==> src/rtl/core/pcre_ram.sv <==
// generic single-port-write, one-read ram with registered read
// no dependencies
`timescale 1ns / 1ps
module pcre_ram #(
    parameter int WIDTH = 32,
    parameter int DEPTH = 16
) (
    input  logic                     clk,
    input  logic                     we,
    input  logic [$clog2(DEPTH)-1:0] waddr,
    input  logic [WIDTH-1:0]         wdata,
    input  logic [$clog2(DEPTH)-1:0] raddr,
    output logic [WIDTH-1:0]         rdata
);
    logic [WIDTH-1:0] mem [DEPTH];

    always_ff @(posedge clk)
    begin
        if (we)
        begin
            mem[waddr] <= wdata;
        end
        rdata <= mem[raddr];
    end
endmodule

==> config.mk <==
export PLATFORM = sky130hd
export DESIGN_NAME = pcre_ram
export DESIGN_NICKNAME = d
export VERILOG_FILES = /design/src/rtl/core/pcre_ram.sv
export SDC_FILE = /design/constraint.sdc
export NUM_CORES = 1
export LEC_CHECK = 0
export BUFFER_PORTS_ARGS = -buffer_cell sky130_fd_sc_hd__buf_2
export CAP_MARGIN = 10
export CORE_UTILIZATION = 55
export DETAILED_ROUTE_END_ITERATION = 6
export GPL_TIMING_DRIVEN = 1
export PLACE_DENSITY = 0.84
export SYNTH_ARGS = -nofsm -noshare
export SYNTH_HDL_FRONTEND = slang
export SYNTH_SLANG_ARGS = --single-unit
==> constraint.sdc <==
create_clock -name clk -period 3.3 [get_ports clk]
set_input_delay 0.33 -clock clk [delete_from_list [all_inputs] [get_ports clk]]
set_output_delay 0.33 -clock clk [all_outputs]
set_load 0.01 [all_outputs]
== Yosys cells after proc, flatten, opt, wreduce, memory -nomap -nowiden ==
Memories as Yosys holds them, arrays and structs flattened. A register that Yosys moved wholly into a read port is not among the register bits.
Index checks and enable logic that the tools add are counted.
Cells by class
  muxes and demuxes: 2
Operators with widths (count)
  $mux W1: 2
Word-level totals
  output and inout bits: 32
  bits in writable memories: 512
  input port bits: 42
  memories kept: 1
  bits in registers: 0
  logic and storage cells: 3
Memories
  mem: words 16, width 32, rd ports 1, clocked after Yosys merged registers in 1, write ports 1, RTL line 15  | logic [WIDTH-1:0] mem [DEPTH];

== Depth between registers and ports, before layout ==
  depth after elaboration: 2
  mapped depth: 5

== Worst setup path before layout ==
OpenSTA, ideal clock, no wires.
  path kind: in2reg
  start point: input port waddr[2]
  end point: memory mem[0][0] (enable)
  required time: 2839 ps
  library setup time: 461 ps
  buffers on the path: 0
  path slack: -210 ps
  cell stages on the path: 2
  data arrival time: 3048 ps
  cell sequence: or3b_2 nor3_1
RTL lines
  from (decl): RTL line 10  | input logic [$clog2(DEPTH)-1:0] waddr,
  to (decl): RTL line 15
No word-level cell before the write port.

== Worst setup path after layout ==
  start point: input port waddr[2]
  end point: memory mem[11][1] (enable)
No word-level cell before the write port.

==> results.json <==
{
  "num_vias": 9385,
  "grt_pass1_vias": 9784,
  "maxCapViolations": 0,
  "fin_tns_setup_ns": 0,
  "grt_pass1_wl_mm": 62.97,
  "vias_per_cell": 6.459,
  "clock_sinks": 544,
  "required_ns": 3.51,
  "synth_edf_count": 512,
  "setup_viol": 0,
  "ys.flop_type": "edfxtp_1",
  "status": "complete, no violations",
  "syn-num-nets": 880,
  "powerDensity_nw_per_um2": 629.0,
  "postCtsSetupRepairBufs": 0,
  "post-route-min-period_ns": 1.724,
  "cts_tree": "built",
  "htree_levels": 2,
  "routabilityCongestion": 0.7578,
  "fin_area_um2": 22680,
  "placed_area_um2": 21030,
  "detail_route.wl_per_cell_um": 29.79,
  "worstSkewPairLatency_ns": 0.56,
  "critPathArrivalTime_ns": 1.93,
  "rows": 69,
  "ys_warn_count": 0,
  "max_freq_ghz": 0.5800,
  "irDropWorstVdd_mv": 0.4922,
  "relSlewSlack_pct": 32.62,
  "placed_cells": 1359,
  "hold_viol": 0,
  "clk_pin_slew_ns": 0.06,
  "syn_area_per_cell_um2": 23.69,
  "finalCritPeriodShare_pct": 52.25,
  "ys_seq_area_share_pct": 80.67,
  "p_leak_nw": 7.314,
  "hpwl_mm": 22.13,
  "cts_buffers": 51,
  "grt_antenna_before_repair": 1,
  "synth.distinct_cells": 18,
  "die_w_um": 192.0,
  "ys_ff_latch": 544,
  "drive_gt1_share_pct": 32.66,
  "critPathMaxFanout": 21,
  "portBuffers": 73,
  "cp-end-kind": "flop",
  "core_um2": 35570,
  "routed_wirelength_mm": 43.28,
  "hp-class": "in2reg",
  "async_reset_ff_share_pct": 0,
  "clk_root_buffer_cell": "clkbuf_16",
  "synthesis.area_um2": 19850,
  "grt-ovfl-total": 0,
  "cp-start-kind": "input pin",
  "grt_usage_pct": 24.21,
  "cts_buffer_depth": 3,
  "clock_skew_ns": 0.01623,
  "fin_hold_ws_ns": 0.1508,
  "critPathKind": "in2reg",
  "die-area_um2": 36860,
  "post_cts_resized": 0,
  "synth_cells": 838,
  "grt_max_degree": 51,
  "finalMaxSlewViolations": 0,
  "rsz0062_at_grt": "no",
  "fin_cells": 1453,
  "drtPass1Iterations": 5,
  "die_height_um": 192.0,
  "ioPinCount": 74,
  "worst_pin_slew_ns": 1.011,
  "ant_nets": 0,
  "total_power_w": 0.01426,
  "drt-initial-drc-count": 1046,
  "final_nets": 993,
  "cts_hold_buf": 0,
  "area.growth.synth_to_final_pct": 14.22,
  "diodes": 0,
  "initial_core_util_pct": 55.82,
  "drc": 0
}
## cell usage after synthesis (2+ instances only)
cell,instances,area (um^2)
nand3b_1,2,15.01
nor2b_1,2,12.51
buf_1,9,33.78
nor3_1,4,20.02
buf_2,4,20.02
edfxtp_1,512,15370
nand2b_1,2,12.51
buf_4,11,82.58
clkbuf_1,17,63.81
nor2_1,13,48.80
nand2_1,33,123.9
dfxtp_1,32,640.6
mux4_2,128,2883
a22oi_1,64,480.5
buf_6,2,22.52
## through the flow
stage          worst slack, ns  utilization, %
4_1_cts                  1.599           63.76
6_report                 1.576           63.76
5_1_grt                  1.551           63.76
2_1_floorplan          0.09067               -
3_3_place_gp             1.082           59.11
3_5_place_dp             1.026           59.11
## flip-flops by register name, indices dropped and copies added (netlist names)
| signal | count |
|---|---|
| mem | 512 |
| rdata | 32 |
## path summary, 6_finish.rpt
kind	from	end	slack, ns	cells past startpoint
hold reg to reg	mem[14][7]	rdata[7]	0.68	3
setup reg to reg	mem[3][23]	rdata[23]	1.84	3
hold / removal	wdata[7]	mem[6][7]	0.15	1
setup / recovery	waddr[2]	mem[11][1]	1.58	4
## critical path, stage by stage
cell and delay [ns]:
buf_2 0.12, nand3b_1 0.37, nor2_4 0.60, buf_4 0.48
## layer usage
metal / vias up / global-route usage [%] / part of all wire (%)
met5: - / 0 / 0.039
met4: 2 / 9.721 / 3.8
met3: 108 / 4.001 / 7.8
met2: 557 / 41.79 / 52
met1: 4926 / 30.76 / 36
li1: 3792 / - / -
## layout make-up
| class | count | area [um^2] |
|---|---|---|
| clock buffers | 72 | 1448 |
| clock inverters | 22 | 205.2 |
| fillers | 2250 | 12890 |
| multi-input cells | 251 | 3756 |
| flip-flops and latches | 544 | 16020 |
| well taps | 461 | 576.8 |
| repair buffers | 103 | 676.9 |
## cell usage in the layout, fill, tap and decap left out, types with 2 or more instances in the layout
master / synthesis / layout
nand3b_1: 2 / 2
buf_2: 4 / 71
clkinvlp_4: 0 / 2
nand2b_1: 2 / 2
bufinv_16: 0 / 4
edfxtp_1: 512 / 512
nor2b_4: 0 / 2
dfxtp_1: 32 / 32
nand2_1: 33 / 33
mux4_2: 128 / 128
clkinv_1: 0 / 8
clkbuf_8: 0 / 6
a22oi_1: 64 / 64
clkbuf_16: 0 / 53
buf_4: 11 / 25
nor2_4: 0 / 13
clkbuf_1: 17 / 14
buf_12: 0 / 6
clkinv_2: 0 / 8
nor3_2: 0 / 3
## logic make-up (layout without fill, tap and decap cells)
group | Yosys count | after routing | share of synthesized area [%]
compound gates | 64 | 64 | 2.420
buf+inv | 43 | 197 | 1.122
flops | 544 | 544 | 80.67
mux | 128 | 128 | 14.52
simple gates | 59 | 59 | 1.273
## report_power, final
| part | internal [W] | switching [W] | total [W] |
|---|---|---|---|
| clock network | 0.00336 | 0.00242 | 0.00578 |
| registers | 0.00772 | 0.0000580 | 0.00778 |
| logic | 0.000283 | 0.000420 | 0.000703 |
| total | 0.0114 | 0.00290 | 0.0143 |
Note: power is estimated with default switching activity, not from simulation.
