==> src/rtl/core/pcre_pkg.sv <==
// shared types, constants and sha-256 helper functions for the pcr extend engine
// no dependencies
`timescale 1ns / 1ps
package pcre_pkg;
    localparam int REG_COUNT_DEF = 4;
    localparam int LOG_DEPTH_DEF = 64;

    typedef enum logic [3:0] {
        ST_IDLE, ST_ROUND, ST_PAD, ST_LEN, ST_FINISH, ST_XA, ST_XB,
        ST_PCRLOAD, ST_PCRSTORE, ST_EMIT
    } state_t;

    typedef logic [31:0] word_t;

    function automatic word_t rotr(input word_t x, input int n);
        rotr = (x >> n) | (x << (32 - n));
    endfunction

    function automatic word_t init_h(input logic [2:0] i);
        case (i)
            3'd0: init_h = 32'h6a09e667;
            3'd1: init_h = 32'hbb67ae85;
            3'd2: init_h = 32'h3c6ef372;
            3'd3: init_h = 32'ha54ff53a;
            3'd4: init_h = 32'h510e527f;
            3'd5: init_h = 32'h9b05688c;
            3'd6: init_h = 32'h1f83d9ab;
            default: init_h = 32'h5be0cd19;
        endcase
    endfunction

    // all eight initial hash words, word 0 in the top bits
    function automatic logic [255:0] iv_all();
        iv_all = {init_h(3'd0), init_h(3'd1), init_h(3'd2), init_h(3'd3),
                  init_h(3'd4), init_h(3'd5), init_h(3'd6), init_h(3'd7)};
    endfunction

    function automatic word_t round_k(input logic [5:0] i);
        logic [31:0] k [64];
        k = '{
            32'h428a2f98,32'h71374491,32'hb5c0fbcf,32'he9b5dba5,32'h3956c25b,32'h59f111f1,
            32'h923f82a4,32'hab1c5ed5,32'hd807aa98,32'h12835b01,32'h243185be,32'h550c7dc3,
            32'h72be5d74,32'h80deb1fe,32'h9bdc06a7,32'hc19bf174,32'he49b69c1,32'hefbe4786,
            32'h0fc19dc6,32'h240ca1cc,32'h2de92c6f,32'h4a7484aa,32'h5cb0a9dc,32'h76f988da,
            32'h983e5152,32'ha831c66d,32'hb00327c8,32'hbf597fc7,32'hc6e00bf3,32'hd5a79147,
            32'h06ca6351,32'h14292967,32'h27b70a85,32'h2e1b2138,32'h4d2c6dfc,32'h53380d13,
            32'h650a7354,32'h766a0abb,32'h81c2c92e,32'h92722c85,32'ha2bfe8a1,32'ha81a664b,
            32'hc24b8b70,32'hc76c51a3,32'hd192e819,32'hd6990624,32'hf40e3585,32'h106aa070,
            32'h19a4c116,32'h1e376c08,32'h2748774c,32'h34b0bcb5,32'h391c0cb3,32'h4ed8aa4a,
            32'h5b9cca4f,32'h682e6ff3,32'h748f82ee,32'h78a5636f,32'h84c87814,32'h8cc70208,
            32'h90befffa,32'ha4506ceb,32'hbef9a3f7,32'hc67178f2};
        round_k = k[i];
    endfunction
endpackage

==> src/rtl/core/pcre_core.sv <==
// sha-256 compression core: one round per cycle with rolling 16-word schedule
// depends on pcre_pkg
`timescale 1ns / 1ps
module pcre_core
    import pcre_pkg::*;
(
    input  logic        clk,
    input  logic        rst_n,
    input  logic        start,
    input  logic [511:0] blk,
    input  logic [255:0] h_in,
    output logic        done,
    output logic [255:0] h_out
);
    logic [31:0] v_reg [8];
    logic [31:0] w_reg [16];
    logic [255:0] h_reg;
    logic [5:0]  rnd_reg;
    logic        busy_reg;
    logic        done_reg;
    logic [31:0] t1, t2, s0, s1, wn;

    always_comb
    begin
        t1 = v_reg[7] + (rotr(v_reg[4], 6) ^ rotr(v_reg[4], 11) ^ rotr(v_reg[4], 25))
           + ((v_reg[4] & v_reg[5]) ^ (~v_reg[4] & v_reg[6])) + round_k(rnd_reg) + w_reg[0];
        t2 = (rotr(v_reg[0], 2) ^ rotr(v_reg[0], 13) ^ rotr(v_reg[0], 22))
           + ((v_reg[0] & v_reg[1]) ^ (v_reg[0] & v_reg[2]) ^ (v_reg[1] & v_reg[2]));
        s0 = rotr(w_reg[1], 7) ^ rotr(w_reg[1], 18) ^ (w_reg[1] >> 3);
        s1 = rotr(w_reg[14], 17) ^ rotr(w_reg[14], 19) ^ (w_reg[14] >> 10);
        wn = w_reg[0] + s0 + w_reg[9] + s1;
    end

    always_ff @(posedge clk or negedge rst_n)
    begin
        if (!rst_n)
        begin
            busy_reg <= 1'b0;
            done_reg <= 1'b0;
            rnd_reg  <= '0;
        end
        else
        begin
            done_reg <= 1'b0;
            if (start)
            begin
                busy_reg <= 1'b1;
                rnd_reg  <= '0;
            end
            else if (busy_reg)
            begin
                rnd_reg <= rnd_reg + 6'd1;
                if (rnd_reg == 6'd63)
                begin
                    busy_reg <= 1'b0;
                    done_reg <= 1'b1;
                end
            end
        end
    end

    always_ff @(posedge clk)
    begin
        if (start)
        begin
            h_reg <= h_in;
            for (int i = 0; i < 8; i++)
            begin
                v_reg[i] <= h_in[255-32*i -: 32];
            end
            for (int i = 0; i < 16; i++)
            begin
                w_reg[i] <= blk[511-32*i -: 32];
            end
        end
        else if (busy_reg)
        begin
            v_reg[7] <= v_reg[6];
            v_reg[6] <= v_reg[5];
            v_reg[5] <= v_reg[4];
            v_reg[4] <= v_reg[3] + t1;
            v_reg[3] <= v_reg[2];
            v_reg[2] <= v_reg[1];
            v_reg[1] <= v_reg[0];
            v_reg[0] <= t1 + t2;
            for (int i = 0; i < 15; i++)
            begin
                w_reg[i] <= w_reg[i+1];
            end
            w_reg[15] <= wn;
        end
    end

    always_comb
    begin
        for (int i = 0; i < 8; i++)
        begin
            h_out[255-32*i -: 32] = h_reg[255-32*i -: 32] + v_reg[i];
        end
    end

    assign done = done_reg;
endmodule

==> config.mk <==
export PLATFORM = sky130hd
export DESIGN_NAME = pcre_core
export DESIGN_NICKNAME = d
export VERILOG_FILES = /design/src/rtl/core/pcre_pkg.sv /design/src/rtl/core/pcre_core.sv
export SDC_FILE = /design/constraint.sdc
export NUM_CORES = 2
export LEC_CHECK = 0
export ABC_AREA = 1
export BUFFER_PORTS_ARGS = -buffer_cell sky130_fd_sc_hd__buf_2
export CAP_MARGIN = 30
export CORE_UTILIZATION = 28
export CTS_CLUSTER_DIAMETER = 200
export DETAILED_ROUTE_END_ITERATION = 10
export PLACE_DENSITY = 0.57
export SLEW_MARGIN = 10
export SYNTH_ARGS = -nofsm -noshare
export SYNTH_HDL_FRONTEND = slang
export SYNTH_SLANG_ARGS = --single-unit
==> constraint.sdc <==
create_clock -name clk -period 17.88 [get_ports clk]
set_clock_uncertainty 0.1 [all_clocks]
set_input_delay 1.788 -clock clk [delete_from_list [all_inputs] [get_ports clk]]
set_output_delay 1.788 -clock clk [all_outputs]
set_load 0.01 [all_outputs]
# Word-level counts from Yosys, hierarchy flattened
# Memories as Yosys holds them, arrays and structs flattened.
# Index checks and enable logic that the tools add are counted.
dict set report word_totals {
  ff_bits 264
  ramBits 768
  rom_bits 2048
  inputBits 771
  out_inout_bits 257
  word_cells 120
  mem_count 3
}
# memory words word_bits rd rd_ports_with_merged_regs wr line
set memory_table {}
lappend memory_table {{(no name shown)} 64 32 1 0 0 pcre_pkg.sv:52} ;# round_k = k[i];
lappend memory_table {w_reg 16 32 16 0 16 pcre_core.sv:16} ;# logic [31:0] w_reg [16];
lappend memory_table {v_reg 8 32 8 0 8 pcre_core.sv:15} ;# logic [31:0] v_reg [8];
dict set report op_classes {
  n_addsub 19
  magnitude_cmp 1
  n_eq_ne 1
  n_mux 39
  n_bitwise 52
  n_reduce_logical 1
}
# operator n
set op_table {}
lappend op_table {{2-to-1 mux 32 bit} 26}
lappend op_table {{adder 32 bit} 18}
lappend op_table {{XOR 32 bit} 9}
lappend op_table {{bitwise AND 32 bit} 5}
lappend op_table {{NOT 32 bit} 1}
lappend op_table {{bitwise OR 10 x 32 -> 32 bit} 1}
lappend op_table {{bitwise OR 13 x 32 -> 32 bit} 1}
lappend op_table {{bitwise OR 14 x 32 -> 32 bit} 1}
lappend op_table {{bitwise OR 15 x 32 -> 32 bit} 1}
lappend op_table {{bitwise OR 19 x 32 -> 32 bit} 1}
lappend op_table {{bitwise OR 21 x 32 -> 32 bit} 1}
lappend op_table {{bitwise OR 25 x 32 -> 32 bit} 1}
lappend op_table {{bitwise OR 26 x 32 -> 32 bit} 1}
lappend op_table {{bitwise OR 30 x 32 -> 32 bit} 1}
lappend op_table {{bitwise OR 7 x 32 -> 32 bit} 1}
lappend op_table {{XOR 32 x 22 -> 32 bit} 1}
lappend op_table {{XOR 32 x 29 -> 32 bit} 1}
lappend op_table {{bitwise OR 1 bit} 24}
lappend op_table {{2-to-1 mux 6 bit} 2}
lappend op_table {{2-to-1 mux 1 bit} 11}
lappend op_table {{>= comparator 7 bit (second input constant)} 1}
lappend op_table {{NOT 6 -> 7 bit} 1}
lappend op_table {{adder 6 x 1 -> 6 bit (second input constant)} 1}
lappend op_table {{== test 6 bit (second input constant)} 1}
lappend op_table {{nonzero test 2 bit} 1}

# Longest topological paths before layout
# An unclocked memory read counts as a cell.
dict set report depth {
  depth_word 10
  mapped_depth 48
  mapped_depth_nobuf 47
}

# Worst setup path after synthesis
# OpenSTA, ideal clock, no wires.
dict set report synth_path {
  kind {in2reg}
  start {in start}
  end {mem v_reg[0][0] (enable)}
  setup_time_ns 5.371
  arrival_time_ns 14.731
  required_time_ns 12.409
  path_slack_ns -2.322
  stages 4
  path_buffers 2
  path_cell_list {buf_2 inv_2 clkbuf_1 nand2_1}
}
# element line
set synth_lines {}
lappend synth_lines {{from (decl)} pcre_core.sv:9} ;# input logic start,
lappend synth_lines {{to (decl)} pcre_core.sv:15}

==> metrics.log <==
INFO  metric syn-cell-area = approximately 0.072 mm2
INFO  metric floorplan.core_area = 0.2569 mm2
INFO  metric yosys_most_used_dff = sky130_fd_sc_hd__edfxtp_1
INFO  metric grt_use_total = 25.47%
INFO  metric worstMarginPinSlew = slightly above 1 ns
INFO  metric critPathMaxStageDelay = slightly above 0.7 ns
INFO  metric postPlaceCellArea = between 0.08 and 0.09 mm2
INFO  metric overflow = 0
INFO  metric clk_latency = 0.83 ns
INFO  metric worstReg2RegStart = rnd_reg[0]$_DFFE_PN0P_
INFO  metric post_synth_main_area_contributors = sky130_fd_sc_hd__edfxtp_1 (43%), sky130_fd_sc_hd__nand2_1 (17%), sky130_fd_sc_hd__ha_1 (6.8%)
INFO  metric ff2ff_path_depth = 33
INFO  metric ys_warn_count = 0
INFO  metric yosysMostFrequentCell = sky130_fd_sc_hd__nand2_1
INFO  metric postLayoutCoreUtil = 33.50%
INFO  metric die-area = 0.2604 mm2
INFO  metric routed_via_density = 4.949
INFO  metric clk_root_buffer_cell = sky130_fd_sc_hd__clkbuf_16
INFO  metric min-delay-path-class = reg2reg
INFO  metric synth_seq_area_share = between 40% and 50%
INFO  metric setup.worst_path.start_class = register
INFO  metric number_of_cells_in_the_finished_layout_apart_from_fillers = between 10,000 and 15,000
INFO  metric most_common_cell_type_on_the_critical_path = sky130_fd_sc_hd__nand2_1
INFO  metric nFillCells = between 20,000 and 30,000
INFO  metric number_of_antenna_violations_at_the_first_check_in_global_routing = around 140
INFO  metric synthDominantAreaCellType = sky130_fd_sc_hd__edfxtp_1
INFO  metric drt_iter0_markers = between 6,000 and 7,000
INFO  metric syn_avg_cell_area = just over 8 um2
INFO  metric multi_input_comb_area = 0.03682 mm2
INFO  metric tritoncts = built
INFO  metric drv.max_cap_violation_count = 0
INFO  metric routed_wirelength = between 300,000 and 400,000 um
INFO  metric outcome = finished, final reports clean
INFO  metric setup.worst_path.class = reg2reg
INFO  metric placementRows = approximately 190
INFO  metric final-hold-violation-count = 0
INFO  metric buffer_ports.inserted = slightly above 1,000
INFO  metric die_height = approximately 510 um
INFO  metric async_reset_ff_share = less than 1%
INFO  metric synth.ff_latch_count = a little over 1,000
INFO  metric count_of_cell_types_in_the_netlist = 64
INFO  metric cts.repair.resized = 0
INFO  metric floorplan.io_pins = 1,028
INFO  metric seqCellArea = 0.03095 mm2
INFO  metric critPathBufInv = 4
INFO  metric count_of_flip_flops_with_a_built_in_enable_after_synthesis = between 1,000 and 1,500
INFO  metric critPathSlowestCell = sky130_fd_sc_hd__dfrtp_1
INFO  metric largest_register_ff_count = approximately 510
INFO  metric cts-root-to-sink-buffers = 3
INFO  metric routed-via-count = ~65,000
INFO  metric fp.dieW = between 500 and 600 um
INFO  metric avgRoutedWirePerCell = 25.93 um
INFO  metric maximum_number_of_pins_on_one_net_before_global_route_repair = approximately 180
INFO  metric portion_of_synthesized_cell_area_occupied_by_the_leading_cell_type = 42.50%
INFO  metric timing.critical_path.fanout_max = 13
INFO  metric clock_tree.htree_level_count = 4
INFO  metric rsz_0062_raised_after_global_routing = false
INFO  metric maxClockFrequency = 107.7 MHz
INFO  metric mappedNetlistNets = 10,070
INFO  metric post-route-cell-area = about 0.086 mm2
INFO  metric post_route_cells_drive_above_1_share = roughly 14%
INFO  metric postCtsHoldBufs = 0
INFO  metric cp_num_cells = 33
INFO  metric fin_setup_tns = 0 ns
INFO  metric grt_pass1_wl = between 400,000 and 500,000 um
INFO  metric cp-startpoint = rnd_reg[0]$_DFFE_PN0P_
INFO  metric relSlewSlack = a little under a third
INFO  metric end_kind = register
INFO  metric r2r_setup_slack = between 8 and 9 ns
INFO  metric initial_utilization = between 20% and 30%
INFO  metric drt_first_pass_iters = 7
INFO  metric dp_cells = between 10,000 and 15,000
INFO  metric synth.top_cells.by_count = sky130_fd_sc_hd__nand2_1 (3,232), sky130_fd_sc_hd__edfxtp_1 (1,024), sky130_fd_sc_hd__inv_1 (946)
INFO  metric number_of_drc_violations_after_detailed_routing = 0
INFO  metric area.growth.synth_to_final = 18.96%
INFO  metric cts.repair_timing.setup_buffer_count = 0
INFO  metric final_net_count = between 10,000 and 15,000
INFO  metric finalMaxSlewViolations = 0
INFO  metric postRouteAntennaNets = 0
INFO  metric worst-endpoint-arrival = ~9.8 ns
INFO  metric dp_hpwl = approximately 280,000 um
INFO  metric postSynthCellCount = 8,715
INFO  metric grt_pass1_vias = just over 60,000
INFO  metric final_period_minus_worst_setup_slack = 9.287 ns
INFO  metric setup_viol = 0
INFO  metric gp_routability_congestion = around 1
INFO  metric clkTransAtPathRegs = 0.07 ns
INFO  metric final_min_period_over_clock_period = between 50 and 60%
INFO  metric cts_inserted_buffers = 131
INFO  metric kind_of_cell_adding_the_most_delay_to_the_critical_path = adder cells
INFO  metric worst_ep_required_time = 18.34 ns
INFO  metric clock_sinks = around 1,000
INFO  metric reg2reg_to = v_reg[0][31]$_DFFE_PP_
INFO  metric crit_end = v_reg[0][31]$_DFFE_PP_
==> per-stage QoR <==
stage | hold slack, ns | setup slack (ns)
finish | 0.3837 | 8.593
floorplan | 0.3632 | 5.567
global placement | 0.3910 | 8.662
global route | 0.4168 | 8.217
detailed placement | 0.3951 | 8.789
CTS | 0.3801 | 8.773
==> worst min path at each step <==
stage	startpoint	endpoint	cells after the start
3_5_place_dp	w_reg[3][13]$_DFFE_PP_	w_reg[2][109]$_DFFE_PP_	2
5_1_grt	w_reg[3][115]$_DFFE_PP_	w_reg[3][83]$_DFFE_PP_	2
6_report	w_reg[3][122]$_DFFE_PP_	w_reg[3][90]$_DFFE_PP_	2
4_1_cts	w_reg[3][98]$_DFFE_PP_	w_reg[3][66]$_DFFE_PP_	2
2_1_floorplan	busy_reg$_DFF_PN0_	busy_reg$_DFF_PN0_	2
3_3_place_gp	w_reg[3][37]$_DFFE_PP_	w_reg[3][5]$_DFFE_PP_	2
==> layout make-up <==
| cell class | instances | share of cell area [%] |
|---|---|---|
| Sequential cell | 1032 | 35.96 |
| Antenna cell | 53 | 0.1541 |
| Inverter | 956 | 4.184 |
| Multi-Input combinational cell | 6468 | 42.78 |
| Tap cell | 3384 | 4.920 |
| Clock inverter | 81 | 1.319 |
| Clock buffer | 158 | 4.008 |
| Timing Repair Buffer | 1089 | 6.679 |
==> worst min-delay path: stages, from the launching register on <==
cell	delay [ns]
sky130_fd_sc_hd__edfxtp_1	0.32
sky130_fd_sc_hd__nand2_1	0.05
sky130_fd_sc_hd__nand2_1	0.04
==> layer usage <==
layer,routed length [um],part of all wire [%],GRT usage (%),up-vias
met5,478,0.14,0,-
met4,13410,3.9,9.373,78
met2,157000,46,41.13,2684
li1,-,-,-,30640
met1,145000,42,33.19,31410
met3,26930,7.9,5.675,614
==> cells in the final DEF (no fill, tap or decap), types with 11 or more instances in the layout <==
cell                        count
sky130_fd_sc_hd__a211oi_1      16
sky130_fd_sc_hd__a21boi_1      14
sky130_fd_sc_hd__a21o_1        89
sky130_fd_sc_hd__a21oi_1      434
sky130_fd_sc_hd__a221oi_1      16
sky130_fd_sc_hd__a31oi_1       35
sky130_fd_sc_hd__buf_2       1028
sky130_fd_sc_hd__buf_4         51
sky130_fd_sc_hd__bufinv_16     15
sky130_fd_sc_hd__clkbuf_1      20
sky130_fd_sc_hd__clkbuf_16    131
sky130_fd_sc_hd__clkinv_1      29
sky130_fd_sc_hd__clkinv_16     13
sky130_fd_sc_hd__clkinv_2      11
sky130_fd_sc_hd__diode_2       53
sky130_fd_sc_hd__edfxtp_1    1024
sky130_fd_sc_hd__fa_1         195
sky130_fd_sc_hd__ha_1         393
sky130_fd_sc_hd__inv_1        946
sky130_fd_sc_hd__nand2_1     3231
sky130_fd_sc_hd__nand3_1      229
sky130_fd_sc_hd__nand3b_1      11
sky130_fd_sc_hd__nand4_1       78
sky130_fd_sc_hd__nor2_1       480
sky130_fd_sc_hd__nor3_1        56
sky130_fd_sc_hd__nor4_1        18
sky130_fd_sc_hd__o211ai_1      15
sky130_fd_sc_hd__o21a_1        20
sky130_fd_sc_hd__o21ai_0      405
sky130_fd_sc_hd__o21ai_1       27
sky130_fd_sc_hd__o21ai_2       16
sky130_fd_sc_hd__o21bai_1      49
sky130_fd_sc_hd__o221ai_1      16
sky130_fd_sc_hd__o31ai_1       17
sky130_fd_sc_hd__xnor2_1      200
sky130_fd_sc_hd__xor2_1       294
==> logic make-up (layout without fill, tap and decap cells) <==
kind of cell    after synthesis  count (layout)  synth area share [%]
buf+inv                    1215            2284                 6.361
other cells                   0              53                     0
compound gates             1241            1241                 10.09
fa+ha+maj                   589             589                 12.21
xor+xnor                    494             494                 5.981
flops                      1032            1032                 42.78
simple gates               4144            4144                 22.59
Power is not shown: default switching activity piles up to over one toggle a cycle in this logic, so the estimate is an artifact.
